## config.mk

```make
export PLATFORM = sky130hd
export DESIGN_NAME = allag_div
export DESIGN_NICKNAME = d
export VERILOG_FILES = /design/src/hw/rtl/allag_pkg.sv /design/src/hw/rtl/allag_div.sv
export SDC_FILE = /design/constraint.sdc
export NUM_CORES = 1
export LEC_CHECK = 0
export CAP_MARGIN = 0
export CORE_UTILIZATION = 45
export CTS_BUF_LIST = sky130_fd_sc_hd__clkbuf_8
export DETAILED_ROUTE_END_ITERATION = 8
export DONT_BUFFER_PORTS = 1
export SLEW_MARGIN = 25
export SYNTH_ARGS = -nofsm -noshare
export SYNTH_HDL_FRONTEND = slang
export SYNTH_SLANG_ARGS = --single-unit
```

## constraint.sdc

```tcl
create_clock -name clk -period 5.6 [get_ports clk]
set_clock_uncertainty 0.05 [all_clocks]
set_input_delay 0 -clock clk [delete_from_list [all_inputs] [get_ports clk]]
set_output_delay 0 -clock clk [all_outputs]
set_load 0.005 [all_outputs]
```

## src/hw/rtl/allag_pkg.sv

```systemverilog
// Shared types, constants and helper functions for the ambient light lux
// and auto-gain block. No dependencies; every other file but allag_stream_if imports this package.
package allag_pkg;

	localparam int CH_W     = 16;
	localparam int LUX_W    = 32;
	localparam int IAC_W    = 28;
	localparam int MUL_A_W  = 40;
	localparam int MUL_B_W  = 12;
	localparam int MUL_P_W  = MUL_A_W + MUL_B_W;
	localparam int DIV_N_W  = MUL_P_W;
	localparam int DIV_D_W  = 29;
	localparam int APB_AW   = 5;
	localparam int APB_DW   = 32;

	localparam logic [7:0]  ATIME_RST  = 8'd219;
	localparam logic [11:0] GLASS_RST  = 12'd49;
	localparam logic [11:0] MIX_B_RST  = 12'd186;
	localparam logic [11:0] MIX_C_RST  = 12'd74;
	localparam logic [11:0] MIX_D_RST  = 12'd129;
	localparam logic [11:0] DEV_RST    = 12'd52;
	localparam logic [4:0]  GCC_RST    = 5'd1;
	localparam logic [1:0]  GAIN_RST   = 2'd2;

	localparam logic REQ_READ = 1'b0;
	localparam logic REQ_INT  = 1'b1;

	typedef enum logic [2:0] {
		REG_ATIME  = 3'd0,
		REG_GLASS  = 3'd1,
		REG_MIX_B  = 3'd2,
		REG_MIX_C  = 3'd3,
		REG_MIX_D  = 3'd4,
		REG_DEV    = 3'd5,
		REG_GCC    = 3'd6
	} reg_idx_t;

	typedef struct packed {
		logic            req_type;
		logic [CH_W-1:0] ch0;
		logic [CH_W-1:0] ch1;
		logic            als_int;
	} sample_t;

	typedef struct packed {
		logic [LUX_W-1:0] lux;
		logic [1:0]       gain_index;
		logic             low_gain_mode;
		logic [CH_W-1:0]  thresh_low;
		logic [CH_W-1:0]  thresh_high;
		logic             event_raised;
	} result_t;

	typedef struct packed {
		logic [7:0]  atime;
		logic [11:0] glass_attenuation;
		logic [11:0] mix_b;
		logic [11:0] mix_c;
		logic [11:0] mix_d;
		logic [11:0] device_factor;
		logic [4:0]  gain_change_count;
	} cfg_t;

	// Gain multiplier times 10000 for the 1x, 8x, 16x and 120x settings.
	function automatic logic [20:0] gain_den(input logic [1:0] g);
		logic [20:0] v;
		unique case (g)
			2'd0: v = 21'd10000;
			2'd1: v = 21'd80000;
			2'd2: v = 21'd160000;
			2'd3: v = 21'd1200000;
			default: v = 21'd10000;
		endcase
		return v;
	endfunction

	function automatic logic [7:0] calc_alsit(input logic [7:0] atime);
		logic [8:0]  span;
		logic [21:0] pr;
		span = 9'd256 - {1'b0, atime};
		pr   = 22'(span) * 22'd5591;
		return (pr[21:11] > 11'd255) ? 8'hFF : pr[18:11];
	endfunction

	function automatic logic [CH_W-1:0] calc_ch0_max(input logic [7:0] atime);
		logic [8:0] span;
		span = 9'd256 - {1'b0, atime};
		return (span >= 9'd64) ? 16'hFFFF : {span[5:0] - 6'd1, 10'h3FF};
	endfunction

	// Exact floor(x / 5) for x below 2**19 by reciprocal multiplication.
	function automatic logic [16:0] div5(input logic [18:0] x);
		logic [38:0] pr;
		pr = 39'(x) * 39'd838861;
		return pr[38:22];
	endfunction

endpackage

```

## src/hw/rtl/allag_div.sv

```systemverilog
// Restoring bit-serial divider, one quotient bit per cycle.
// Depends on allag_pkg for dividend and divisor widths.
module allag_div import allag_pkg::*; (
	input  logic               clk,
	input  logic               arst_n,
	input  logic               start,
	input  logic [DIV_N_W-1:0] num,
	input  logic [DIV_D_W-1:0] den,
	output logic               done,
	output logic [DIV_N_W-1:0] quo
);

	localparam int CNT_W = $clog2(DIV_N_W);

	logic               busy_q;
	logic               done_q;
	logic [CNT_W-1:0]   cnt_q;
	logic [DIV_N_W-1:0] quo_q;
	logic [DIV_D_W-1:0] rem_q;
	logic [DIV_D_W-1:0] den_q;
	logic [DIV_D_W:0]   rem_sh;
	logic [DIV_D_W+1:0] diff;

	assign rem_sh = {rem_q, quo_q[DIV_N_W-1]};
	assign diff   = {1'b0, rem_sh} - {2'b00, den_q};

	always_ff @(posedge clk or negedge arst_n) begin
		if (!arst_n) begin
			busy_q <= 1'b0;
			done_q <= 1'b0;
			cnt_q  <= '0;
		end else begin
			done_q <= 1'b0;
			if (start) begin
				busy_q <= 1'b1;
				cnt_q  <= '0;
				quo_q  <= num;
				rem_q  <= '0;
				den_q  <= den;
			end else if (busy_q) begin
				if (!diff[DIV_D_W+1]) begin
					rem_q <= diff[DIV_D_W-1:0];
					quo_q <= {quo_q[DIV_N_W-2:0], 1'b1};
				end else begin
					rem_q <= rem_sh[DIV_D_W-1:0];
					quo_q <= {quo_q[DIV_N_W-2:0], 1'b0};
				end
				cnt_q <= cnt_q + CNT_W'(1);
				if (cnt_q == CNT_W'(DIV_N_W - 1)) begin
					busy_q <= 1'b0;
					done_q <= 1'b1;
				end
			end
		end
	end

	assign done = done_q;
	assign quo  = quo_q;

endmodule

```

==> results.sh <==
export IMPL_finalNonFillerCells=872
export IMPL_core_area_um2=14500
export IMPL_relSlewSlack_pct=56.1
export IMPL_layout_common_cells="edfxtp_1 (110), dlygate4sd3_1 (85), nand2_1 (71), mux2_2 (56), nor2_1 (56)"
export IMPL_dp_cells=753
export IMPL_setup_viol_count_final=0
export IMPL_pwr_density_cell_nw_per_um2=313
export IMPL_num_antenna_cells=0
export IMPL_via_count=4937
export IMPL_cts_tree="yes"
export IMPL_overflow=0
export IMPL_final_min_clock_period_ns=3.53
export IMPL_critical_path_arrival_ns=3.75
export IMPL_finalSetupTns_ns=0
export IMPL_grt_setup_unrepaired="no"
export IMPL_hold_class="input port to flip-flop"
export IMPL_cts_buffer_depth=2
export IMPL_gp_congestion=0.946
export IMPL_reg2regPathDepth=12
export IMPL_mostFrequentLayoutCell="edfxtp_1"
export IMPL_cp_data_required_time_ns=5.81
export IMPL_grt_max_degree=88
export IMPL_io_pins=137
export IMPL_grt_pass1_wl_um=25000
export IMPL_place_hpwl_um=10000
export IMPL_start_util_pct=46.2
export IMPL_clock_root_buffer="clkbuf_8"
export IMPL_ys_warn_count=0
export IMPL_status="completed"
export IMPL_drtPass1Iterations=5
export IMPL_ctsResizeCount=0
export IMPL_ys_async_sr_fraction_pct=6.78
export IMPL_drt_iter0_drc=333
export IMPL_wl_per_cell_um=18.0
export IMPL_syn_nets=712
export IMPL_synth_ff_latch_count=118
export IMPL_postRouteAntennaNets=0
export IMPL_grt_use_total_pct=21.6
export IMPL_clock_sinks=118
export IMPL_hold_depth=1
export IMPL_antenna_found_initial=0
export IMPL_drc=0
export IMPL_numCtsBuffers=17
export IMPL_synth_edf_count=110
export IMPL_cts_htree_levels=4
export IMPL_finalWirelength_um=15700
export IMPL_finalPower_w=0.00255
export IMPL_fp_dieH_um=124
export IMPL_postSynthAreaPerCell_um2=11.2
export IMPL_endpoint_kind="flip-flop"
export IMPL_timing_rr_start="quo[51]"
export IMPL_postSynthCellCount=597
export IMPL_irDropWorstVdd_v=0.000177
export IMPL_hold_viol_final=0
export IMPL_die_w_um=124
export IMPL_port_buffers=0
export IMPL_cp_start_kind="flip-flop"
export IMPL_holdCritStartpoint="start"
export IMPL_clk_latency_ns=0.44
export IMPL_synth_yosys_seq_area_share_pct=52.2
export IMPL_avgViaCountPerCell=5.66
export IMPL_tightestPinTransition_ns=0.659
export IMPL_critPathMaxFanout=17
export IMPL_drv_slew=0
export IMPL_fin_nets=790
export IMPL_synthFlopType="edfxtp_1"
export IMPL_fmaxAchievable_mhz=283
export IMPL_clkTransAtPathRegs_ns=0.08
export IMPL_row_count=44
export IMPL_cts_setup_buffers=0
export IMPL_fin_crit_sh_pct=63.1
export IMPL_grt_pass1_vias=5065
export IMPL_syn_area_um2=6720
export IMPL_leakagePower_nw=3.17
export IMPL_area_growth_pct=21.1
export IMPL_dieArea_um2=15400
export IMPL_path_class="flip-flop to flip-flop"
export IMPL_max_cap_viol_count=0
export IMPL_crit_start="quo[51]"
export IMPL_drive_gt1_share_pct=15.0
export IMPL_synth_cell_type_count=57
==> power by group <==
part           leakage [nW]  internal (W)  switching [W]
registers              1.18       0.00107      0.0000578
logic                  1.81      0.000295       0.000355
clock network         0.184      0.000395       0.000378
total                  3.17       0.00176       0.000791
==> Yosys cell counts, types with 2 or more instances <==
cell,n,share of area (%)
edfxtp_1,110,49
nand2_1,71,4.0
mux2_2,56,9.4
nor2_1,56,3.1
inv_1,33,1.8
a21oi_1,30,2.2
ha_1,30,5.6
clkbuf_1,22,1.2
a311oi_1,21,2.7
o21ai_0,17,1.3
xor2_1,15,2.0
xnor2_1,12,1.6
a21o_1,9,1.0
a211oi_1,8,0.89
dfrtp_1,8,3.0
nand2b_1,8,0.75
nand3_1,8,0.60
buf_2,7,0.52
nand4_1,6,0.56
nor3_1,6,0.45
and3_1,5,0.47
mux2i_1,5,0.75
o211ai_1,5,0.56
and2_1,4,0.37
nor2b_1,4,0.37
a31oi_1,3,0.28
o21a_1,3,0.34
buf_4,2,0.22
nor3b_1,2,0.22
o31ai_1,2,0.22
or3_1,2,0.19
or4_1,2,0.22
==> kinds of logic (layout without fill, tap and decap cells) <==
group	Yosys count	count (layout)	synth area share (%)
AO/OA/AOI/OAI	115	115	12.2
adder cells (fa/ha/maj)	31	31	5.89
multiplexers	61	61	10.1
buffers and inverters	65	156	3.88
XOR/XNOR	27	27	3.52
AND/OR/NAND/NOR	180	180	12.2
flip-flops	118	118	52.2
==> critical path: stages (launching register included) <==
cell      delay (ns)
edfxtp_1        0.38
inv_1           0.07
ha_1            0.21
fa_1            0.38
nand2b_1        0.20
a21oi_2         0.21
o211a_1         0.21
o21ai_1         0.10
nor2b_4         0.15
o311ai_4        0.57
buf_4           0.36
o21ai_0         0.14
a311oi_1        0.29
==> area by class of cell <==
class	instances	area, µm²
timing repair buffer	91	928
inverter	33	124
fill	1259	6400
clock inverter	15	151
multi-input combinational	414	2960
clock buffer	17	234
tap	184	230
sequential	118	3500
==> stage by stage <==
stage | setup slack [ns] | cell area [µm²] | hold slack (ns) | utilization [%]
after detailed placement | 2.04 | 6850 | -0.343 | 47.1
final | 2.07 | 8130 | 0.0447 | 56.0
after global routing | 1.77 | 8130 | 0.0484 | 56.0
after floorplan | 2.07 | 6720 | -0.346 | -
after CTS | 2.01 | 8130 | 0.0363 | 56.0
after global placement | 2.02 | 6850 | -0.343 | 47.1
==> timing repair <==
action,in CTS,in global routing
setup endpoints to repair,0,0
hold buffers,87,0
hold endpoints to repair,155,0
==> sequential cells by signal, indices dropped and copies added (netlist names) <==
signal / flops
busy_q: 1
quo: 52
cnt_q: 6
done: 1
den_q: 29
rem_q: 29
==> routing by layer <==
metal / share of wire (%) / GRT usage (%) / vias up
met3: 7.8 / 7.69 / 18
met5: 0 / 0 / -
met1: 43 / 26.5 / 2374
li1: - / - / 2356
met2: 47 / 34.7 / 189
met4: 1.7 / 7.96 / 0
==> worst paths after layout <==
kind / endpoint / slack (ns)
setup / recovery: rem_q[25] / 2.07
hold / removal: den_q[9] / 0.04
setup reg to reg: rem_q[25] / 2.07
hold reg to reg: cnt_q[1] / 0.51
max in group asynchronous: busy_q / 4.45
min in group asynchronous: cnt_q[1] / 0.75
Note: power is estimated with default switching activity, not from simulation.
