**src/hw/rtl/allag_pkg.sv**
```systemverilog
// Shared types, constants and helper functions for the ambient light lux
// and auto-gain block. No dependencies; every other file but allag_stream_if imports this package.
package allag_pkg;

	localparam int CH_W     = 16;
	localparam int LUX_W    = 32;
	localparam int IAC_W    = 28;
	localparam int MUL_A_W  = 40;
	localparam int MUL_B_W  = 12;
	localparam int MUL_P_W  = MUL_A_W + MUL_B_W;
	localparam int DIV_N_W  = MUL_P_W;
	localparam int DIV_D_W  = 29;
	localparam int APB_AW   = 5;
	localparam int APB_DW   = 32;

	localparam logic [7:0]  ATIME_RST  = 8'd219;
	localparam logic [11:0] GLASS_RST  = 12'd49;
	localparam logic [11:0] MIX_B_RST  = 12'd186;
	localparam logic [11:0] MIX_C_RST  = 12'd74;
	localparam logic [11:0] MIX_D_RST  = 12'd129;
	localparam logic [11:0] DEV_RST    = 12'd52;
	localparam logic [4:0]  GCC_RST    = 5'd1;
	localparam logic [1:0]  GAIN_RST   = 2'd2;

	localparam logic REQ_READ = 1'b0;
	localparam logic REQ_INT  = 1'b1;

	typedef enum logic [2:0] {
		REG_ATIME  = 3'd0,
		REG_GLASS  = 3'd1,
		REG_MIX_B  = 3'd2,
		REG_MIX_C  = 3'd3,
		REG_MIX_D  = 3'd4,
		REG_DEV    = 3'd5,
		REG_GCC    = 3'd6
	} reg_idx_t;

	typedef struct packed {
		logic            req_type;
		logic [CH_W-1:0] ch0;
		logic [CH_W-1:0] ch1;
		logic            als_int;
	} sample_t;

	typedef struct packed {
		logic [LUX_W-1:0] lux;
		logic [1:0]       gain_index;
		logic             low_gain_mode;
		logic [CH_W-1:0]  thresh_low;
		logic [CH_W-1:0]  thresh_high;
		logic             event_raised;
	} result_t;

	typedef struct packed {
		logic [7:0]  atime;
		logic [11:0] glass_attenuation;
		logic [11:0] mix_b;
		logic [11:0] mix_c;
		logic [11:0] mix_d;
		logic [11:0] device_factor;
		logic [4:0]  gain_change_count;
	} cfg_t;

	// Gain multiplier times 10000 for the 1x, 8x, 16x and 120x settings.
	function automatic logic [20:0] gain_den(input logic [1:0] g);
		logic [20:0] v;
		unique case (g)
			2'd0: v = 21'd10000;
			2'd1: v = 21'd80000;
			2'd2: v = 21'd160000;
			2'd3: v = 21'd1200000;
			default: v = 21'd10000;
		endcase
		return v;
	endfunction

	function automatic logic [7:0] calc_alsit(input logic [7:0] atime);
		logic [8:0]  span;
		logic [21:0] pr;
		span = 9'd256 - {1'b0, atime};
		pr   = 22'(span) * 22'd5591;
		return (pr[21:11] > 11'd255) ? 8'hFF : pr[18:11];
	endfunction

	function automatic logic [CH_W-1:0] calc_ch0_max(input logic [7:0] atime);
		logic [8:0] span;
		span = 9'd256 - {1'b0, atime};
		return (span >= 9'd64) ? 16'hFFFF : {span[5:0] - 6'd1, 10'h3FF};
	endfunction

	// Exact floor(x / 5) for x below 2**19 by reciprocal multiplication.
	function automatic logic [16:0] div5(input logic [18:0] x);
		logic [38:0] pr;
		pr = 39'(x) * 39'd838861;
		return pr[38:22];
	endfunction

endpackage

```
**src/hw/rtl/allag_regs.sv**
```systemverilog
// APB configuration register file with reset values and read-back.
// Depends on allag_pkg for the register map and the configuration struct.
module allag_regs import allag_pkg::*; (
	input  logic              clk,
	input  logic              arst_n,
	input  logic              psel,
	input  logic              penable,
	input  logic              pwrite,
	input  logic [APB_AW-1:0] paddr,
	input  logic [APB_DW-1:0] pwdata,
	output logic [APB_DW-1:0] prdata,
	output logic              pready,
	output cfg_t              cfg
);

	reg_idx_t idx;
	cfg_t     cfg_q;

	assign idx    = reg_idx_t'(paddr[APB_AW-1:2]);
	assign pready = 1'b1;
	assign cfg    = cfg_q;

	always_ff @(posedge clk or negedge arst_n) begin
		if (!arst_n) begin
			cfg_q.atime             <= ATIME_RST;
			cfg_q.glass_attenuation <= GLASS_RST;
			cfg_q.mix_b             <= MIX_B_RST;
			cfg_q.mix_c             <= MIX_C_RST;
			cfg_q.mix_d             <= MIX_D_RST;
			cfg_q.device_factor     <= DEV_RST;
			cfg_q.gain_change_count <= GCC_RST;
		end else if (psel && penable && pwrite) begin
			unique case (idx)
				REG_ATIME: cfg_q.atime             <= pwdata[7:0];
				REG_GLASS: cfg_q.glass_attenuation <= pwdata[11:0];
				REG_MIX_B: cfg_q.mix_b             <= pwdata[11:0];
				REG_MIX_C: cfg_q.mix_c             <= pwdata[11:0];
				REG_MIX_D: cfg_q.mix_d             <= pwdata[11:0];
				REG_DEV:   cfg_q.device_factor     <= pwdata[11:0];
				REG_GCC:   cfg_q.gain_change_count <= pwdata[4:0];
				default: ;
			endcase
		end
	end

	always_comb begin
		unique case (idx)
			REG_ATIME: prdata = APB_DW'(cfg_q.atime);
			REG_GLASS: prdata = APB_DW'(cfg_q.glass_attenuation);
			REG_MIX_B: prdata = APB_DW'(cfg_q.mix_b);
			REG_MIX_C: prdata = APB_DW'(cfg_q.mix_c);
			REG_MIX_D: prdata = APB_DW'(cfg_q.mix_d);
			REG_DEV:   prdata = APB_DW'(cfg_q.device_factor);
			REG_GCC:   prdata = APB_DW'(cfg_q.gain_change_count);
			default:   prdata = '0;
		endcase
	end

endmodule

```
**config.mk**
```make
export PLATFORM = sky130hd
export DESIGN_NAME = allag_regs
export DESIGN_NICKNAME = d
export VERILOG_FILES = /design/src/hw/rtl/allag_pkg.sv /design/src/hw/rtl/allag_regs.sv
export SDC_FILE = /design/constraint.sdc
export NUM_CORES = 1
export LEC_CHECK = 0
export ABC_AREA = 1
export BUFFER_PORTS_ARGS = -buffer_cell sky130_fd_sc_hd__buf_2
export CAP_MARGIN = 20
export CORE_MARGIN = 5
export CORE_UTILIZATION = 53
export DETAILED_ROUTE_END_ITERATION = 6
export PLACE_DENSITY_LB_ADDON = 0.12
export REMOVE_ABC_BUFFERS = 1
export SYNTH_ARGS = -nofsm -noshare
export SYNTH_HDL_FRONTEND = slang
export SYNTH_SLANG_ARGS = --single-unit
```
**constraint.sdc**
```tcl
create_clock -name clk -period 2.66 [get_ports clk]
set_clock_uncertainty 0.2 [all_clocks]
set_input_delay 0.532 -clock clk [delete_from_list [all_inputs] [get_ports clk]]
set_output_delay 0.532 -clock clk [all_outputs]
set_load 0.05 [all_outputs]
```
==> flow_metrics.py, run 1 <==
metrics = {
    "worst_setup_path": {
        "end_kind": "output pin",
        "rr_startpoint": "cfg[7]$_DFFE_PN1P_",
        "worstReg2RegEnd": "cfg[7]$_DFFE_PN1P_",
        "required_ns": 1.93,
        "slowest_stage": "buf_2",
        "start_kind": "primary input",
        "worst_r2r_path_depth": 2,
        "path_class": "primary input to output pin",
        "arrival_ns": 1.71,
        "critPathMaxStageDelay_ns": 0.27,
        "crit_chain": "buf_2, nand3_1, buf_4, o21ai_0, inv_1, nand2_1, buf_2",
        "cp_max_fo": 14,
        "rrSetupSlack_ns": 1.62,
        "cpMostUsedCell": "buf_2",
    },
    "synthesis": {
        "synth_warnings": 0,
        "synthTopCellsByArea": "dfrtp_1, nand2_1, dfstp_2",
        "yosysTopAreaCell": "dfrtp_1",
        "ys_types": 16,
        "synth_top_area_share_pct": 33.1,
        "yosys_register_bits": 73,
        "synthesis.instances": 500,
        "synth_seq_area_share_pct": 49.1,
        "syn-mean-instance-area_um2": 7.56,
        "netlist_area_mm2": 0.00378,
    },
    "floorplan": {
        "fp.coreArea_mm2": 0.00687,
        "dieArea_mm2": 0.00892,
        "io-pin-count": 148,
        "die_w_um": 94.5,
        "initial_core_util_pct": 55.0,
        "die_h_um": 94.5,
        "num_rows": 30,
    },
    "placed_design": {
        "gp_congestion": 0.859,
        "port_buffers": 104,
        "dp_hpwl_um": 8130,
    },
    "clock_tree": {
        "cts_tree": "built",
        "cts_sinks": 73,
        "clockRootBuffer": "clkbuf_8",
        "cts.hold.buffers_added": 0,
        "cts-resized-gates": 0,
        "htree_levels": 3,
        "cts.path.max_buffers": 2,
        "clk-insertion-delay-late_ns": 0.35,
        "clkTransAtPathRegs_ns": 0.07,
        "numCtsBuffers": 9,
        "post_cts_buffers": 0,
    },
    "timing": {
        "rsz0062_at_grt": "false",
        "finalHoldViolations": 1,
        "worst_pin_slew_ns": 0.574,
        "setup_viol": 0,
        "fmax_mhz": 410,
        "max-slew-margin-rel_pct": 61.7,
        "slew_viol_final": 0,
        "hold_slack_ns": -0.00182,
        "period_share_pct": 91.8,
        "min_period_ns": 2.44,
    },
    "cells_and_area": {
        "num_antenna_cells": 0,
        "nNetsFinal": 653,
        "drive_gt1_share_pct": 28.3,
        "largest_reg_flops": 73,
        "final_common_cell": "nand2_1",
        "n_fill_cell": 626,
        "final_cell_mix": "nand2_1, buf_2, o21ai_0",
        "area_growth_pct": 21.6,
    },
    "routing": {
        "ant_nets": 0,
        "drt-total-wl_um": 11900,
        "num_vias": 3865,
        "routedWlPerCell_um": 16.8,
        "drtIter0Drc": 222,
        "drc": 0,
        "drt_pass1_iterations": 5,
        "routed_via_density": 5.44,
    },
    "global_routing": {
        "antenna_found_initial": 0,
        "grt_pass1_wl_um": 19100,
        "grt_pass1_vias": 3699,
        "grt_max_degree": 74,
        "overflow": 0,
        "gr-usage-all-layers_pct": 28.0,
    },
    "power": {
        "power.total_uw": 3940,
        "p_comb_share_pct": 42.5,
        "p_sw_uw": 1900,
        "p_leak_uw": 0.00253,
        "power_frac_clock_pct": 18.5,
        "ir_worst_vdd_uv": 429,
        "p_per_area_mw_per_mm2": 857,
        "p_seq_share_pct": 39.0,
        "intPower_uw": 2040,
        "switching_share_pct": 48.3,
    },
    "run_status": {
        "violations": "negative hold slack",
        "status": "finished with violations",
    },
    "worst_hold_path": {
        "hold_class": "primary input to asynchronous set/reset pin",
    },
    "flow_run": {
        "cap_violations": 0,
    },
}
==> power by group through the flow <==
stage	sequential (uW)	clock [uW]	combinational, uW
after CTS	1530	738	1680
after global routing	1570	793	1770
final	1540	731	1670
after floorplan	2330	0	442
after global placement	1550	0	1650
after detailed placement	1550	0	1680
==> critical path, delay by kind of cell <==
| kind | cells | cell delay, ns |
|---|---|---|
| buffers and inverters | 4 | 0.80 |
| and+or+nand+nor | 2 | 0.21 |
| AOI/OAI and AO/OA | 1 | 0.16 |
==> cell families (layout without fill, tap and decap cells) <==
kind of cell | count (synthesis) | count (layout) | share of synthesized area, %
AO/OA/AOI/OAI | 77 | 77 | 10.2
buffers and inverters | 79 | 175 | 10.5
flip-flops | 73 | 73 | 49.1
other | 2 | 21 | 0.199
AND/OR/NAND/NOR | 269 | 269 | 30.1
==> cell usage after synthesis (all sizes together) <==
cell    number
buf         39
clkbuf      14
conb         2
dfrtp       50
dfstp       23
inv         26
nand2      166
nand3       26
nand4       34
nor2        43
o21ai       77
==> layout make-up <==
class	count	area (um^2)	share of cell area, %
Sequential cell	73	1860	40.4
Multi-Input combinational cell	367	1610	34.9
Inverter	26	97.6	2.12
Clock buffer	14	143	3.10
Clock inverter	1	5.00	0.109
Timing Repair Buffer	134	771	16.8
Tap cell	96	120	2.61
==> through the flow <==
stage	cell area, um^2	TNS (ns)	std cells	utilization, %	worst slack (ns)
after floorplan	3550	-4.18	466	-	-0.341
after global placement	4450	0	696	64.8	0.276
after detailed placement	4450	0	696	64.8	0.239
after CTS	4600	0	711	66.9	0.238
after global routing	4600	0	711	66.9	0.143
final	4600	0	711	66.9	0.219
==> worst max path at each step <==
stage	slack, ns	from	endpoint	cells after the start
2_1_floorplan	-0.34	pwrite	cfg[56]$_DFFE_PN0P_	3
3_3_place_gp	0.28	paddr[2]	prdata[2]	8
3_5_place_dp	0.24	paddr[2]	prdata[8]	7
4_1_cts	0.24	paddr[4]	prdata[8]	8
5_1_grt	0.14	paddr[2]	prdata[2]	6
6_report	0.22	paddr[2]	prdata[8]	7
==> layer usage <==
layer / share of wire, % / track usage [%] / vias to the layer above
met2: 46 / 42.0 / 219
met5: 0 / 0 / -
met1: 42 / 38.4 / 1816
met4: 2.1 / 11.1 / 0
li1: - / - / 1803
met3: 10 / 7.89 / 27
(Power assumes the default switching activity.)
==> run 2: changes to the inputs <==
- CORE_MARGIN: 5 -> 2
==> flow_metrics.py, run 2 (synthesis gave the netlist of run 1 again) <==
metrics = {
    "global_routing": {
        "antenna_found_initial": 0,
        "overflow": 0,
        "grt_max_degree": 74,
        "gr-usage-all-layers_pct": 30.3,
        "grt_pass1_wl_um": 17800,
        "grt_pass1_vias": 3575,
    },
    "timing": {
        "fmax_mhz": 405,
        "fin_ws_ns": 0.192,
        "setup_viol": 0,
        "slew_viol_final": 0,
        "finalHoldViolations": 1,
        "rsz0062_at_grt": "false",
        "worst_pin_slew_ns": 0.581,
        "period_share_pct": 92.8,
        "hold_slack_ns": -0.000462,
        "min_period_ns": 2.47,
        "max-slew-margin-rel_pct": 61.3,
    },
    "routing": {
        "drt-met1-wl_um": 4790,
        "dr_wl_met3_um": 1040,
        "num_vias": 3920,
        "top_layer": "met4",
        "drt_pass1_iterations": 5,
        "ant_nets": 0,
        "drc": 0,
        "routed_via_density": 5.50,
        "routedWlPerCell_um": 16.3,
        "drtIter0Drc": 335,
        "drt-total-wl_um": 11600,
        "met2_wirelength_um": 5480,
    },
    "floorplan": {
        "initial_core_util_pct": 55.3,
        "die_h_um": 88.5,
        "dieArea_mm2": 0.00783,
        "num_rows": 30,
        "fp.coreArea_mm2": 0.00683,
        "io-pin-count": 148,
        "die_w_um": 88.5,
    },
    "power": {
        "p_sw_uw": 1910,
        "power_frac_clock_pct": 19.9,
        "ir_worst_vdd_uv": 493,
        "intPower_uw": 2090,
        "p_leak_uw": 0.00256,
        "p_per_area_mw_per_mm2": 863,
        "p_seq_share_pct": 38.5,
        "p_comb_share_pct": 41.6,
        "switching_share_pct": 47.8,
        "power.total_uw": 4000,
    },
    "run_status": {
        "status": "finished with violations",
        "violations": "negative hold slack",
    },
    "clock_tree": {
        "cts.hold.buffers_added": 0,
        "htree_levels": 3,
        "clockRootBuffer": "clkbuf_8",
        "numCtsBuffers": 9,
        "cts.path.max_buffers": 2,
        "cts_tree": "built",
        "cts_sinks": 73,
        "post_cts_buffers": 0,
        "clk-insertion-delay-late_ns": 0.35,
        "clkTransAtPathRegs_ns": 0.07,
        "cts-resized-gates": 0,
    },
    "worst_setup_path": {
        "crit_family": "buffers and inverters",
        "start_kind": "primary input",
        "slowest_stage": "buf_2",
        "crit_buf_inv": 4,
        "arrival_ns": 1.74,
        "end_kind": "output pin",
        "path_class": "primary input to output pin",
        "cp_max_fo": 11,
        "critPathMaxStageDelay_ns": 0.25,
        "crit_chain": "buf_2, inv_1, nand3_1, buf_4, nor2_1, nor2_1, nand2_1, buf_2",
        "required_ns": 1.93,
    },
    "cells_and_area": {
        "final_common_cell": "nand2_1",
        "nNetsFinal": 654,
        "utilization_pct": 67.8,
        "n_fill_cell": 628,
        "area_growth_pct": 22.5,
        "fin_area_mm2": 0.00463,
        "final_cells": 713,
        "largest_reg_flops": 73,
        "num_antenna_cells": 0,
        "drive_gt1_share_pct": 29.0,
        "final_cell_mix": "nand2_1, buf_2, o21ai_0",
    },
    "placed_design": {
        "pre_cts_slack_ns": 0.227,
        "port_buffers": 104,
        "dp.cells": 697,
        "gp_congestion": 0.845,
        "placed_area_mm2": 0.00446,
        "dp_hpwl_um": 7720,
    },
    "flow_run": {
        "cap_violations": 0,
    },
    "worst_hold_path": {
        "hold_class": "primary input to asynchronous set/reset pin",
    },
}
==> run 2: worst paths after layout <==
path | startpoint | to | slack [ns] | cells past startpoint
hold reg to reg | cfg[17]$_DFFE_PN1P_ | cfg[17]$_DFFE_PN1P_ | 0.28 | 2
setup reg to reg | cfg[35]$_DFFE_PN1P_ | cfg[35]$_DFFE_PN1P_ | 1.63 | 2
max in group asynchronous | arst_n | cfg[9]$_DFFE_PN1P_ | 1.92 | 2
min in group clk | pwdata[7] | cfg[24]$_DFFE_PN1P_ | 0.23 | 3
hold / removal | arst_n | cfg[62]$_DFFE_PN0P_ | -0.0005 | 2
setup / recovery | paddr[3] | prdata[0] | 0.19 | 8
==> run 2: layout make-up <==
| class | count | area, um^2 | area share [%] |
|---|---|---|---|
| multi-input cells | 367 | 1610 | 34.7 |
| well taps | 96 | 120 | 2.59 |
| clock buffers | 13 | 159 | 3.43 |
| inverters | 26 | 97.6 | 2.11 |
| clock inverters | 3 | 15.0 | 0.324 |
| flip-flops and latches | 73 | 1860 | 40.1 |
| repair buffers | 135 | 778 | 16.8 |
==> run 2: worst register-to-register path, delay by kind of cell (launching register included) <==
kind / cells / cell delay (ns)
DFF: 1 / 0.53
AOI/OAI and AO/OA: 1 / 0.18
buffers and inverters: 1 / 0.05
==> run 2: through the flow <==
| step | TNS, ns | hold WS, ns |
|---|---|---|
| after global routing | 0 | 0.0356 |
| final | 0 | -0.000462 |
| after detailed placement | 0 | 0.276 |
| after CTS | 0 | 0.0232 |
| after floorplan | -4.18 | 0.0364 |
| after global placement | 0 | 0.270 |
==> run 2: per-layer routing <==
layer	vias up	GRT usage [%]
met4	0	16.4
met3	26	4.01
li1	1813	-
met5	-	0
met2	246	45.7
met1	1835	42.6
==> run 2: power by group through the flow <==
stage	Sequential, uW	Clock [uW]	Combinational (uW)
final	1540	797	1660
after global routing	1560	847	1760
after detailed placement	1550	0	1670
after global placement	1550	0	1640
after CTS	1540	799	1670
after floorplan	2330	0	442
