===== src/hw/rtl/allag_pkg.sv =====
// Shared types, constants and helper functions for the ambient light lux
// and auto-gain block. No dependencies; every other file but allag_stream_if imports this package.
package allag_pkg;

	localparam int CH_W     = 16;
	localparam int LUX_W    = 32;
	localparam int IAC_W    = 28;
	localparam int MUL_A_W  = 40;
	localparam int MUL_B_W  = 12;
	localparam int MUL_P_W  = MUL_A_W + MUL_B_W;
	localparam int DIV_N_W  = MUL_P_W;
	localparam int DIV_D_W  = 29;
	localparam int APB_AW   = 5;
	localparam int APB_DW   = 32;

	localparam logic [7:0]  ATIME_RST  = 8'd219;
	localparam logic [11:0] GLASS_RST  = 12'd49;
	localparam logic [11:0] MIX_B_RST  = 12'd186;
	localparam logic [11:0] MIX_C_RST  = 12'd74;
	localparam logic [11:0] MIX_D_RST  = 12'd129;
	localparam logic [11:0] DEV_RST    = 12'd52;
	localparam logic [4:0]  GCC_RST    = 5'd1;
	localparam logic [1:0]  GAIN_RST   = 2'd2;

	localparam logic REQ_READ = 1'b0;
	localparam logic REQ_INT  = 1'b1;

	typedef enum logic [2:0] {
		REG_ATIME  = 3'd0,
		REG_GLASS  = 3'd1,
		REG_MIX_B  = 3'd2,
		REG_MIX_C  = 3'd3,
		REG_MIX_D  = 3'd4,
		REG_DEV    = 3'd5,
		REG_GCC    = 3'd6
	} reg_idx_t;

	typedef struct packed {
		logic            req_type;
		logic [CH_W-1:0] ch0;
		logic [CH_W-1:0] ch1;
		logic            als_int;
	} sample_t;

	typedef struct packed {
		logic [LUX_W-1:0] lux;
		logic [1:0]       gain_index;
		logic             low_gain_mode;
		logic [CH_W-1:0]  thresh_low;
		logic [CH_W-1:0]  thresh_high;
		logic             event_raised;
	} result_t;

	typedef struct packed {
		logic [7:0]  atime;
		logic [11:0] glass_attenuation;
		logic [11:0] mix_b;
		logic [11:0] mix_c;
		logic [11:0] mix_d;
		logic [11:0] device_factor;
		logic [4:0]  gain_change_count;
	} cfg_t;

	// Gain multiplier times 10000 for the 1x, 8x, 16x and 120x settings.
	function automatic logic [20:0] gain_den(input logic [1:0] g);
		logic [20:0] v;
		unique case (g)
			2'd0: v = 21'd10000;
			2'd1: v = 21'd80000;
			2'd2: v = 21'd160000;
			2'd3: v = 21'd1200000;
			default: v = 21'd10000;
		endcase
		return v;
	endfunction

	function automatic logic [7:0] calc_alsit(input logic [7:0] atime);
		logic [8:0]  span;
		logic [21:0] pr;
		span = 9'd256 - {1'b0, atime};
		pr   = 22'(span) * 22'd5591;
		return (pr[21:11] > 11'd255) ? 8'hFF : pr[18:11];
	endfunction

	function automatic logic [CH_W-1:0] calc_ch0_max(input logic [7:0] atime);
		logic [8:0] span;
		span = 9'd256 - {1'b0, atime};
		return (span >= 9'd64) ? 16'hFFFF : {span[5:0] - 6'd1, 10'h3FF};
	endfunction

	// Exact floor(x / 5) for x below 2**19 by reciprocal multiplication.
	function automatic logic [16:0] div5(input logic [18:0] x);
		logic [38:0] pr;
		pr = 39'(x) * 39'd838861;
		return pr[38:22];
	endfunction

endpackage


===== src/hw/rtl/allag_mul.sv =====
// Bit-serial shift-and-add multiplier, one multiplier bit per cycle.
// Depends on allag_pkg for operand and product widths.
module allag_mul import allag_pkg::*; (
	input  logic               clk,
	input  logic               arst_n,
	input  logic               start,
	input  logic [MUL_A_W-1:0] a,
	input  logic [MUL_B_W-1:0] b,
	output logic               done,
	output logic [MUL_P_W-1:0] p
);

	localparam int CNT_W = $clog2(MUL_B_W);

	logic               busy_q;
	logic               done_q;
	logic [CNT_W-1:0]   cnt_q;
	logic [MUL_P_W-1:0] acc_q;
	logic [MUL_P_W-1:0] a_q;
	logic [MUL_B_W-1:0] b_q;

	always_ff @(posedge clk or negedge arst_n) begin
		if (!arst_n) begin
			busy_q <= 1'b0;
			done_q <= 1'b0;
			cnt_q  <= '0;
		end else begin
			done_q <= 1'b0;
			if (start) begin
				busy_q <= 1'b1;
				cnt_q  <= '0;
				acc_q  <= '0;
				a_q    <= MUL_P_W'(a);
				b_q    <= b;
			end else if (busy_q) begin
				if (b_q[0]) begin
					acc_q <= acc_q + a_q;
				end
				a_q   <= a_q << 1;
				b_q   <= b_q >> 1;
				cnt_q <= cnt_q + CNT_W'(1);
				if (cnt_q == CNT_W'(MUL_B_W - 1)) begin
					busy_q <= 1'b0;
					done_q <= 1'b1;
				end
			end
		end
	end

	assign done = done_q;
	assign p    = acc_q;

endmodule


===== config.mk =====
export PLATFORM = sky130hd
export DESIGN_NAME = allag_mul
export DESIGN_NICKNAME = d
export VERILOG_FILES = /design/src/hw/rtl/allag_pkg.sv /design/src/hw/rtl/allag_mul.sv
export SDC_FILE = /design/constraint.sdc
export NUM_CORES = 1
export LEC_CHECK = 0
export BUFFER_PORTS_ARGS = -buffer_cell sky130_fd_sc_hd__buf_2
export CAP_MARGIN = 15
export CELL_PAD_IN_SITES_DETAIL_PLACEMENT = 0
export CELL_PAD_IN_SITES_GLOBAL_PLACEMENT = 1
export CORE_MARGIN = 10
export CORE_UTILIZATION = 40
export DETAILED_ROUTE_END_ITERATION = 10
export PLACE_DENSITY_LB_ADDON = 0.1
export SYNTH_ARGS = -nofsm -noshare
export SYNTH_HDL_FRONTEND = slang
export SYNTH_SLANG_ARGS = --single-unit

===== constraint.sdc =====
create_clock -name clk -period 3.25 [get_ports clk]
set_clock_uncertainty 0.15 [all_clocks]
set_input_delay 0.4875 -clock clk [delete_from_list [all_inputs] [get_ports clk]]
set_output_delay 0.4875 -clock clk [all_outputs]
set_load 0.01 [all_outputs]

==> key figures, run 1 <==
Place
  • Pre-CTS WS: -0.0491 ns
  • Post-DP HPWL: 17.3 mm
  • Gpl congestion: 0.924
  • Number of port buffers: 107

Route
  • Via density: 5.46
  • Per-cell routed wire length: 18.6 um
  • Drt initial violations: 320
  • Detailed Route WL: 23.5 mm
  • Antenna-violating nets left: 0
  • DR top layer: met4
  • Detailed Routing Iterations Pass 1: 5
  • Via count: 6917
  • Remaining DRCs: 0
  • Routed wl met2: 11.3 mm
  • Met3 Wirelength: 1.01 mm
  • Met1 Routed Length: 10.9 mm

Clock tree
  • Sink Count: 122
  • Root Driver: clkbuf_16
  • Worst skew pair latency: 0.43 ns
  • Max Root-Sink Buffers: 2
  • CTS buffer count: 17
  • Reg clk slew, reported paths: 0.07 ns
  • CTS tree: done
  • CTS HTree Levels: 4

Timing
  • Worst setup margin: 0.0526 ns
  • Max-Slew Margin vs Limit: 27.9%
  • Final setup fails: 0
  • Max Fclk: 313 MHz
  • RSZ-0062 raised after global routing: yes
  • Slew @ Worst Pin: 1.08 ns
  • Final Hold Fails: 0
  • Tcrit/Tclk final: 98.4%
  • Final Max Slew Viols: 0
  • Min cycle time layout: 3.20 ns

Setup path
  • Cell count of the worst reg-to-reg path: 15
  • Stages on worst setup path: 15
  • FF-to-FF End: p[46]
  • CP Data Required Time: 3.26 ns
  • Crit. End Element: flip-flop
  • Worst-path maximum fanout: 2
  • Crit-path max cell delay: 0.40 ns
  • Critical path's top delay family: compound AO/OA/AOI/OAI gates
  • Crit path DAT: 3.20 ns
  • CP Launch Type: flip-flop
  • R2R Setup Slk: 0.05 ns
  • Critical path class: reg2reg
  • Critical path buffer and inverter count: 3
  • CP Cell Sequence: ha_2 -> inv_2 -> fa_2 -> nand2b_4 -> a21oi_4 -> buf_6 -> o211ai_1 -> nand2_1 -> a31o_4 -> a311o_1 -> a211oi_2 -> buf_4 -> xnor2_2 -> nand2_1 -> a21oi_2
  • Slowest CP cell: edfxtp_1
  • Most Frequent Cell on Critical Path: nand2_1
  • Worst setup path startpoint: a_q[0]
  • Reg2Reg Launch Point: a_q[0]
  • End of the critical path: p[46]

Floorplanning
  • Die area: 0.0264 mm2
  • Rows: 52
  • Initial Util: 40.4%
  • Core area: 0.0201 mm2
  • Die Wd: 163 um
  • Die Ht: 163 um
  • I/O pin count: 108

Logic synthesis
  • Number of synthesized register bits: 122
  • Yosys warns: 0
  • Area leader, netlist: edfxtp_1
  • Synth top area cells: edfxtp_1 43%, ha_1 8.0%, a21oi_1 7.0%
  • Mapped Cells: 832
  • Sequential share of the synthesized area: 44.7%
  • Area share of the largest cell type after synthesis: 42.9%
  • Synth cell types: 65
  • Synth Area per Inst: 9.76 um2
  • Syn nets: 940
  • Mapped Area: 0.00812 mm2
  • Synth async-reset ratio: 4.92%
  • Ys flop type: edfxtp_1
  • Number of synthesized flops with an enable pin: 116

Power
  • Internal: 3760 uW
  • Sw Pwr: 1810 uW
  • Worst VDD drop: 348 uV
  • PD cells: 547 mW/mm2
  • Total power: 5570 uW
  • Switching Fraction: 32.5%
  • P_leak: 0.00432 uW
  • Clock share of power: 35.7%
  • Combinational share of power: 28.4%
  • Share of power burned in registers: 35.9%

Global routing
  • Global Route Usage Sum: 17.8%
  • Global-route wire length before repair: 38.3 mm
  • Vias in the first global route: 7195
  • Initial antenna violation count: 0
  • Gr ovfl total: 0
  • Pin count of the biggest net entering global routing: 51

Layout
  • Most common cell after layout, fill and taps aside: nand2_1
  • # nets final: 1091
  • Commonest cells after routing, fill and taps aside: 129 x nand2_1, 116 x edfxtp_1, 106 x buf_2
  • Area Overhead vs Synth: 25.4%
  • FILL cells: 1897
  • Share of cells above drive strength 1: 27.4%
  • ANT cells: 0

Run status
  • Status: completed

Job
  • Max Cap Violations: 0

Worst hold path
  • Hold Path Class: in2async
## area by class of cell
cell class / instances / area (um2) / share of cell area [%]
multi-input cells: 643 / 4440 / 43.6
flip-flops and latches: 122 / 3630 / 35.7
repair buffers: 179 / 1090 / 10.7
clock buffers: 17 / 425 / 4.18
well taps: 270 / 338 / 3.32
clock inverters: 15 / 178 / 1.74
inverters: 20 / 75.1 / 0.737
## sequential cells by signal (all words and copies together), names as in the netlist
| signal | count |
|---|---|
| done | 1 |
| p | 52 |
| b_q | 12 |
| cnt_q | 4 |
| a_q | 52 |
| busy_q | 1 |
## metrics by stage
stage	hold WS (ns)	setup TNS [ns]	instance area, um2	cells	util (%)
after floorplan	0.0419	0	8120	832	-
after global placement	0.372	0	9310	1225	46.3
after CTS	0.0220	-0.0143	9920	1257	49.4
after detailed placement	0.389	-0.0894	9310	1225	46.3
after global routing	0.0479	-0.349	10200	1266	50.7
final	0.0243	0	10200	1266	50.7
## timing repair
action	in CTS	in global routing
setup buffers	0	9
hold buffers	0	0
resized for setup	4	39
setup endpoints to repair	5	16
pin swaps	1	20
gates cloned	0	0
## power by group through the flow
stage | combinational, uW | sequential, uW | clock (uW)
floorplan | 961 | 2030 | 0
global placement | 1490 | 2020 | 0
detailed placement | 1490 | 2030 | 0
CTS | 1510 | 1990 | 2020
global route | 1760 | 2020 | 2090
finish | 1580 | 2000 | 1990
## synthesized netlist by cell type (all sizes together), types with 11 or more instances
master	number
nand2	131
a21oi	116
edfxtp	116
ha	52
nor2	43
a22o	38
clkbuf	36
o21ai	36
xnor2	30
inv	20
nand3	20
nand4	17
o21bai	15
xor2	15
a21o	14
mux2i	14
buf	11
mux2	11
## metal layers
metal | track usage, % | up-vias
met2 | 29.1 | 140
li1 | - | 3408
met4 | 4.22 | 0
met5 | 0 | -
met3 | 4.17 | 19
met1 | 23.4 | 3350
## cells by family after synthesis
kind of cell               after synthesis  share of synthesized area (%)
DFF                                    122                           44.7
AOI/OAI and AO/OA                      264                           21.3
muxes                                   25                           3.25
xor gates and xnor gates                45                           4.85
adders and majority gates               53                           8.26
buffers and inverters                   67                           3.20
and+or+nand+nor                        256                           14.4
## how the worst min path moves through the flow
stage,start,slack (ns),cells past startpoint,end
floorplan,arst_n,0.04,0,busy_q
global placement,cnt_q[3],0.37,2,cnt_q[3]
detailed placement,b_q[6],0.39,1,b_q[5]
CTS,arst_n,0.02,2,done
global route,arst_n,0.05,2,busy_q
finish,arst_n,0.02,2,busy_q
Power figures use the tool's default switching activity.
==> run 2, diff against run 1 <==
--- a/config.mk
+++ b/config.mk
@@ -10,8 +10,9 @@
 export CELL_PAD_IN_SITES_DETAIL_PLACEMENT = 0
 export CELL_PAD_IN_SITES_GLOBAL_PLACEMENT = 1
 export CORE_MARGIN = 10
-export CORE_UTILIZATION = 40
+export CORE_UTILIZATION = 41
 export DETAILED_ROUTE_END_ITERATION = 10
+export HOLD_SLACK_MARGIN = 0.08
 export PLACE_DENSITY_LB_ADDON = 0.1
 export SYNTH_ARGS = -nofsm -noshare
 export SYNTH_HDL_FRONTEND = slang
==> run 2 against run 1 <==
Global-route usage shrank 0.16 points. Clock power grew 5%. Sequential cell count is the same. Via count grew 0.52%. First-iteration DRC count grew 56%. Combinational power is essentially flat. Register-to-register slack is essentially flat. Critical path depth shrank 4. Wire length shrank 2.2%. Sequential share of layout area is essentially flat.
==> key figures, run 2 (synthesis gave the netlist of run 1 again) <==
Run status
  • Status: completed

Clock tree
  • Cts-stage hold buffer count: 0
  • Worst skew pair latency: 0.42 ns
  • Reg clk slew, reported paths: 0.06 ns
  • Max Root-Sink Buffers: 2
  • CTS tree: done
  • Root Driver: clkbuf_16
  • Sink Count: 122
  • CTS buffer count: 17
  • CTS HTree Levels: 4

Setup path
  • Crit-path max cell delay: 0.42 ns
  • CP Cell Sequence: ha_1 -> a211oi_2 -> o21ai_0 -> a22oi_1 -> nand2_2 -> a31o_4 -> a311o_1 -> a211oi_2 -> a21oi_2 -> xnor2_1 -> o21ai_1
  • Most Frequent Cell on Critical Path: a211oi_2
  • Slowest CP cell: edfxtp_1
  • Critical path buffer and inverter count: 0
  • Critical path's top delay family: compound AO/OA/AOI/OAI gates
  • Crit. End Element: flip-flop
  • Critical path class: reg2reg
  • CP Launch Type: flip-flop
  • CP Data Required Time: 3.27 ns
  • Crit path DAT: 3.21 ns
  • Worst-path maximum fanout: 3

Route
  • Detailed Route WL: 23.0 mm
  • Routed wl met2: 10.8 mm
  • Remaining DRCs: 0
  • Per-cell routed wire length: 18.3 um
  • Antenna-violating nets left: 0
  • Via density: 5.52
  • Drt initial violations: 498
  • Met1 Routed Length: 10.9 mm
  • Met3 Wirelength: 922 um
  • DR top layer: met4
  • Detailed Routing Iterations Pass 1: 5
  • Via count: 6953

Job
  • Max Cap Violations: 0

Global routing
  • Global Route Usage Sum: 17.7%
  • Vias in the first global route: 7184
  • Gr ovfl total: 0
  • Pin count of the biggest net entering global routing: 71
  • Global-route wire length before repair: 37.8 mm
  • Initial antenna violation count: 0

Power
  • Switching Fraction: 31.3%
  • Clock share of power: 37.0%
  • Sw Pwr: 1770 uW
  • P_leak: 0.00431 uW
  • Combinational share of power: 27.7%
  • Worst VDD drop: 369 uV
  • Share of power burned in registers: 35.3%
  • PD cells: 555 mW/mm2
  • Internal: 3890 uW

Worst hold path
  • Hold Path Class: in2reg

Layout
  • # nets final: 1089
  • ANT cells: 0
  • Area Overhead vs Synth: 25.4%
  • Design Area, Final: 0.0102 mm2
  • Most common cell after layout, fill and taps aside: nand2_1
  • Share of cells above drive strength 1: 27.7%
  • Commonest cells after routing, fill and taps aside: 128 x nand2_1, 116 x edfxtp_1, 106 x buf_2

Timing
  • Worst setup margin: 0.0623 ns
  • Final setup fails: 0
  • Hold WS: 0.205 ns
  • Final Max Slew Viols: 0
  • Min cycle time layout: 3.19 ns
  • Tcrit/Tclk final: 98.1%
  • Max-Slew Margin vs Limit: 32.1%
  • Max Fclk: 314 MHz
  • Setup_tns: 0 ns
  • RSZ-0062 raised after global routing: yes
  • Slew @ Worst Pin: 1.02 ns
  • Final Hold Fails: 0

Place
  • Gpl congestion: 0.906
  • Post-DP HPWL: 16.9 mm
  • Number of port buffers: 107
  • Area after DPL: 0.00929 mm2
  • Pre-CTS WS: -0.0801 ns

Floorplanning
  • Rows: 51
  • I/O pin count: 108
  • Die Wd: 161 um
  • Die area: 0.0258 mm2
  • Die Ht: 161 um
  • Initial Util: 41.7%
  • Core area: 0.0195 mm2
==> run 2: cell types whose count changed in the layout (fill, tap and decap cells not counted), moves of 2 or more <==
cell       delta
a21oi_1       -2
a21oi_2       +3
bufinv_16     +2
ha_1          -2
ha_2          +2
inv_8         -3
o21ai_0       +2
o21ai_1       -3
==> run 2: final timing paths <==
kind	from	end	slack [ns]	cells past startpoint
setup / recovery	p[11]	p[48]	0.06	11
hold / removal	a[2]	a_q[2]	0.20	3
setup reg to reg	p[11]	p[48]	0.06	11
hold reg to reg	b_q[7]	b_q[6]	0.40	1
max in group asynchronous	arst_n	done	2.12	2
min in group asynchronous	arst_n	cnt_q[0]	0.24	2
==> run 2: routing by layer <==
metal  vias up  GRT usage [%]
met5         -              0
li1       3394              -
met1      3369           23.3
met4         0           4.80
met2       160           28.6
met3        30           3.86
==> run 2: stage by stage <==
| step | total power [uW] | util, % | instances |
|---|---|---|---|
| after floorplan | 2990 | - | 832 |
| after CTS | 5620 | 51.1 | 1252 |
| after detailed placement | 3510 | 47.7 | 1220 |
| after global routing | 5970 | 52.3 | 1259 |
| after global placement | 3500 | 47.7 | 1220 |
| final | 5650 | 52.3 | 1259 |
==> run 2: layout make-up <==
| type | instances | area [um2] |
|---|---|---|
| Fill cell | 1802 | 9280 |
| Multi-Input combinational cell | 643 | 4450 |
| Sequential cell | 122 | 3630 |
| Timing Repair Buffer | 177 | 1060 |
| Clock buffer | 17 | 425 |
| Tap cell | 265 | 332 |
| Clock inverter | 15 | 211 |
| Inverter | 20 | 75.1 |
==> run 2: worst reg2reg max path: cells and delay by family (launching register included) <==
family                     cells  cell delay (ns)
xor gates and xnor gates       1             0.15
and+or+nand+nor                1             0.12
adders and majority gates      1             0.34
AOI/OAI and AO/OA              8             1.75
DFF                            1             0.42
==> run 2: what timing repair did <==
| item | in CTS | in global routing |
|---|---|---|
| setup endpoints to repair | 5 | 17 |
| cloned | 0 | 0 |
| setup buffers | 0 | 7 |
| gates resized for setup | 3 | 43 |
| pin swaps | 5 | 17 |
==> run 2: power groups by stage <==
stage                     logic [uW]  registers [uW]  clock network (uW)
after CTS                       1500            1990                2130
after global routing            1740            2010                2210
after global placement          1480            2020                   0
after floorplan                  961            2030                   0
after detailed placement        1480            2020                   0
final                           1560            2000                2090
==> run 3, diff against run 2 <==
--- a/config.mk
+++ b/config.mk
@@ -14,6 +14,7 @@
 export DETAILED_ROUTE_END_ITERATION = 10
 export HOLD_SLACK_MARGIN = 0.08
 export PLACE_DENSITY_LB_ADDON = 0.1
+export REMOVE_ABC_BUFFERS = 1
 export SYNTH_ARGS = -nofsm -noshare
 export SYNTH_HDL_FRONTEND = slang
 export SYNTH_SLANG_ARGS = --single-unit
==> run 3 against run 2 <==
Sequential cell count did not move. Clock-buffer cell count stayed put. Total power is 6.2% lower. Sequential power hardly changed. Non-clock buffer count is 12 lower. Worst hold slack lost 0.056 ns. Via count fell by 0.62%. Maximum frequency is 0.29% lower. Critical path depth is 3 higher. Cell area decreased by 2.0%. Final cell count is 0.95% lower. Global-route usage is 0.41 points lower.
==> key figures, run 3 (synthesis gave the netlist of run 1 again) <==
Global routing
  • Initial antenna violation count: 0
  • Gr ovfl total: 0
  • Global-route wire length before repair: 36.9 mm
  • Pin count of the biggest net entering global routing: 58
  • Global Route Usage Sum: 17.3%
  • Vias in the first global route: 7152

Layout
  • Area of the multi-input gates: 0.00441 mm2
  • # nets final: 1077
  • FILL cells: 1846
  • Layout Utilization: 51.3%
  • ANT cells: 0
  • Area Overhead vs Synth: 22.9%
  • Most common cell after layout, fill and taps aside: nand2_1
  • Commonest cells after routing, fill and taps aside: 129 x nand2_1, 116 x edfxtp_1, 109 x a21oi_1
  • Register area: 0.00363 mm2
  • Share of cells above drive strength 1: 25.4%

Setup path
  • Crit path DAT: 3.22 ns
  • End of the critical path: p[48]
  • Reg2Reg Launch Point: p[0]
  • FF-to-FF End: p[48]
  • CP Cell Sequence: ha_1 -> inv_1 -> fa_1 -> nand2b_4 -> a21oi_2 -> buf_4 -> o211ai_1 -> nand2_1 -> a31o_2 -> a311o_1 -> a211oi_2 -> a21oi_1 -> xnor2_1 -> o21ai_1
  • Critical path class: reg2reg
  • CP Data Required Time: 3.27 ns
  • Crit. End Element: flip-flop
  • CP Launch Type: flip-flop
  • Cell count of the worst reg-to-reg path: 14
  • Slowest CP cell: edfxtp_1
  • Worst-path maximum fanout: 3
  • R2R Setup Slk: 0.05 ns
  • Crit-path max cell delay: 0.40 ns
  • Worst setup path startpoint: p[0]

Timing
  • Slew @ Worst Pin: 0.615 ns
  • Final setup fails: 0
  • RSZ-0062 raised after global routing: yes
  • Max-Slew Margin vs Limit: 59.0%
  • Min cycle time layout: 3.20 ns
  • Max Fclk: 313 MHz
  • Tcrit/Tclk final: 98.4%
  • Final Hold Fails: 0
  • Final Max Slew Viols: 0
  • Setup_tns: 0 ns

Place
  • Number of port buffers: 107
  • Post-DP HPWL: 16.2 mm
  • Gpl congestion: 0.900

Power
  • Share of power burned in registers: 37.7%
  • Combinational share of power: 28.8%
  • Clock share of power: 33.6%
  • Worst VDD drop: 319 uV
  • PD cells: 531 mW/mm2
  • Sw Pwr: 1750 uW
  • Internal: 3550 uW
  • P_leak: 0.00420 uW
  • Switching Fraction: 33.1%

Floorplanning
  • Initial Util: 41.7%
  • Core area: 0.0195 mm2
  • Rows: 51
  • I/O pin count: 108
  • Die area: 0.0258 mm2
  • Die Wd: 161 um
  • Die Ht: 161 um

Route
  • Antenna-violating nets left: 0
  • Detailed Route WL: 22.5 mm
  • Per-cell routed wire length: 18.0 um
  • Via density: 5.54
  • Via count: 6910
  • Detailed Routing Iterations Pass 1: 5
  • Drt initial violations: 492
  • Remaining DRCs: 0

Clock tree
  • Worst skew pair latency: 0.43 ns
  • Max Root-Sink Buffers: 2
  • CTS tree: done
  • Reg clk slew, reported paths: 0.06 ns
  • Root Driver: clkbuf_16
  • Sink Count: 122
  • Cts-stage hold buffer count: 0
  • CTS buffer count: 17
  • CTS HTree Levels: 4

Job
  • Max Cap Violations: 0

Run status
  • Status: completed

Worst hold path
  • Hold Path Class: in2async
run 3: cell count changes in the layout (fill, tap and decap cells not counted), moves of 4 or more:
cell       before  now
a21oi_1       103  109
bufinv_16       4    0
ha_2            7    1
buf_4          71   58
a21oi_2        12    6
ha_1           39   44
run 3: area by class of cell:
class	instances	area share [%]
inverters	20	0.752
flip-flops and latches	122	36.4
well taps	265	3.32
clock inverters	15	1.17
repair buffers	165	9.88
multi-input cells	643	44.2
clock buffers	17	4.26
run 3: per-stage QoR:
step                      std cells  worst slack, ns  hold slack, ns  total power (uW)  instance area (um2)
after CTS                      1243          0.00345           0.143              5290                 9800
after global placement         1211           0.0125           0.372              3470                 9230
after global routing           1247          -0.0759           0.186              5590                 9980
after detailed placement       1211          -0.0755           0.384              3480                 9230
after floorplan                 785           0.0811          0.0419              2960                 7940
final                          1247           0.0532           0.148              5300                 9980
run 3: power groups by stage:
stage | clock network, uW | registers (uW) | logic (uW)
finish | 1780 | 2000 | 1530
global route | 1870 | 2020 | 1700
CTS | 1820 | 1990 | 1480
detailed placement | 0 | 2020 | 1460
global placement | 0 | 2020 | 1460
floorplan | 0 | 2030 | 930
run 3: how the worst min path moves through the flow:
stage,end,slack (ns),cells past startpoint
global route,busy_q,0.19,2
floorplan,busy_q,0.04,0
CTS,done,0.14,2
finish,done,0.15,2
global placement,cnt_q[3],0.37,2
detailed placement,b_q[0],0.38,1
run 3: what timing repair did:
action                                  4_1_cts  5_1_grt
setup buffers                                 0        4
resized for setup                             6       29
pin swaps                                     2       10
endpoints found under the setup margin        5       12
run 3: worst max-delay path, delay by kind of cell, from the launching register on:
kind / cells / cell delay, ns
compound gates: 7 / 1.35
simple gates: 2 / 0.24
flops: 1 / 0.40
xor+xnor: 1 / 0.17
fa+ha+maj: 2 / 0.41
buf+inv: 2 / 0.22
run 3: routing by layer:
| layer | vias up | GRT usage (%) | share of wire, % |
|---|---|---|---|
| li1 | 3377 | - | - |
| met3 | 16 | 4.42 | 6.0 |
| met5 | - | 0 | 0 |
| met4 | 0 | 5.00 | 0.98 |
| met2 | 211 | 26.8 | 45 |
| met1 | 3306 | 23.2 | 48 |
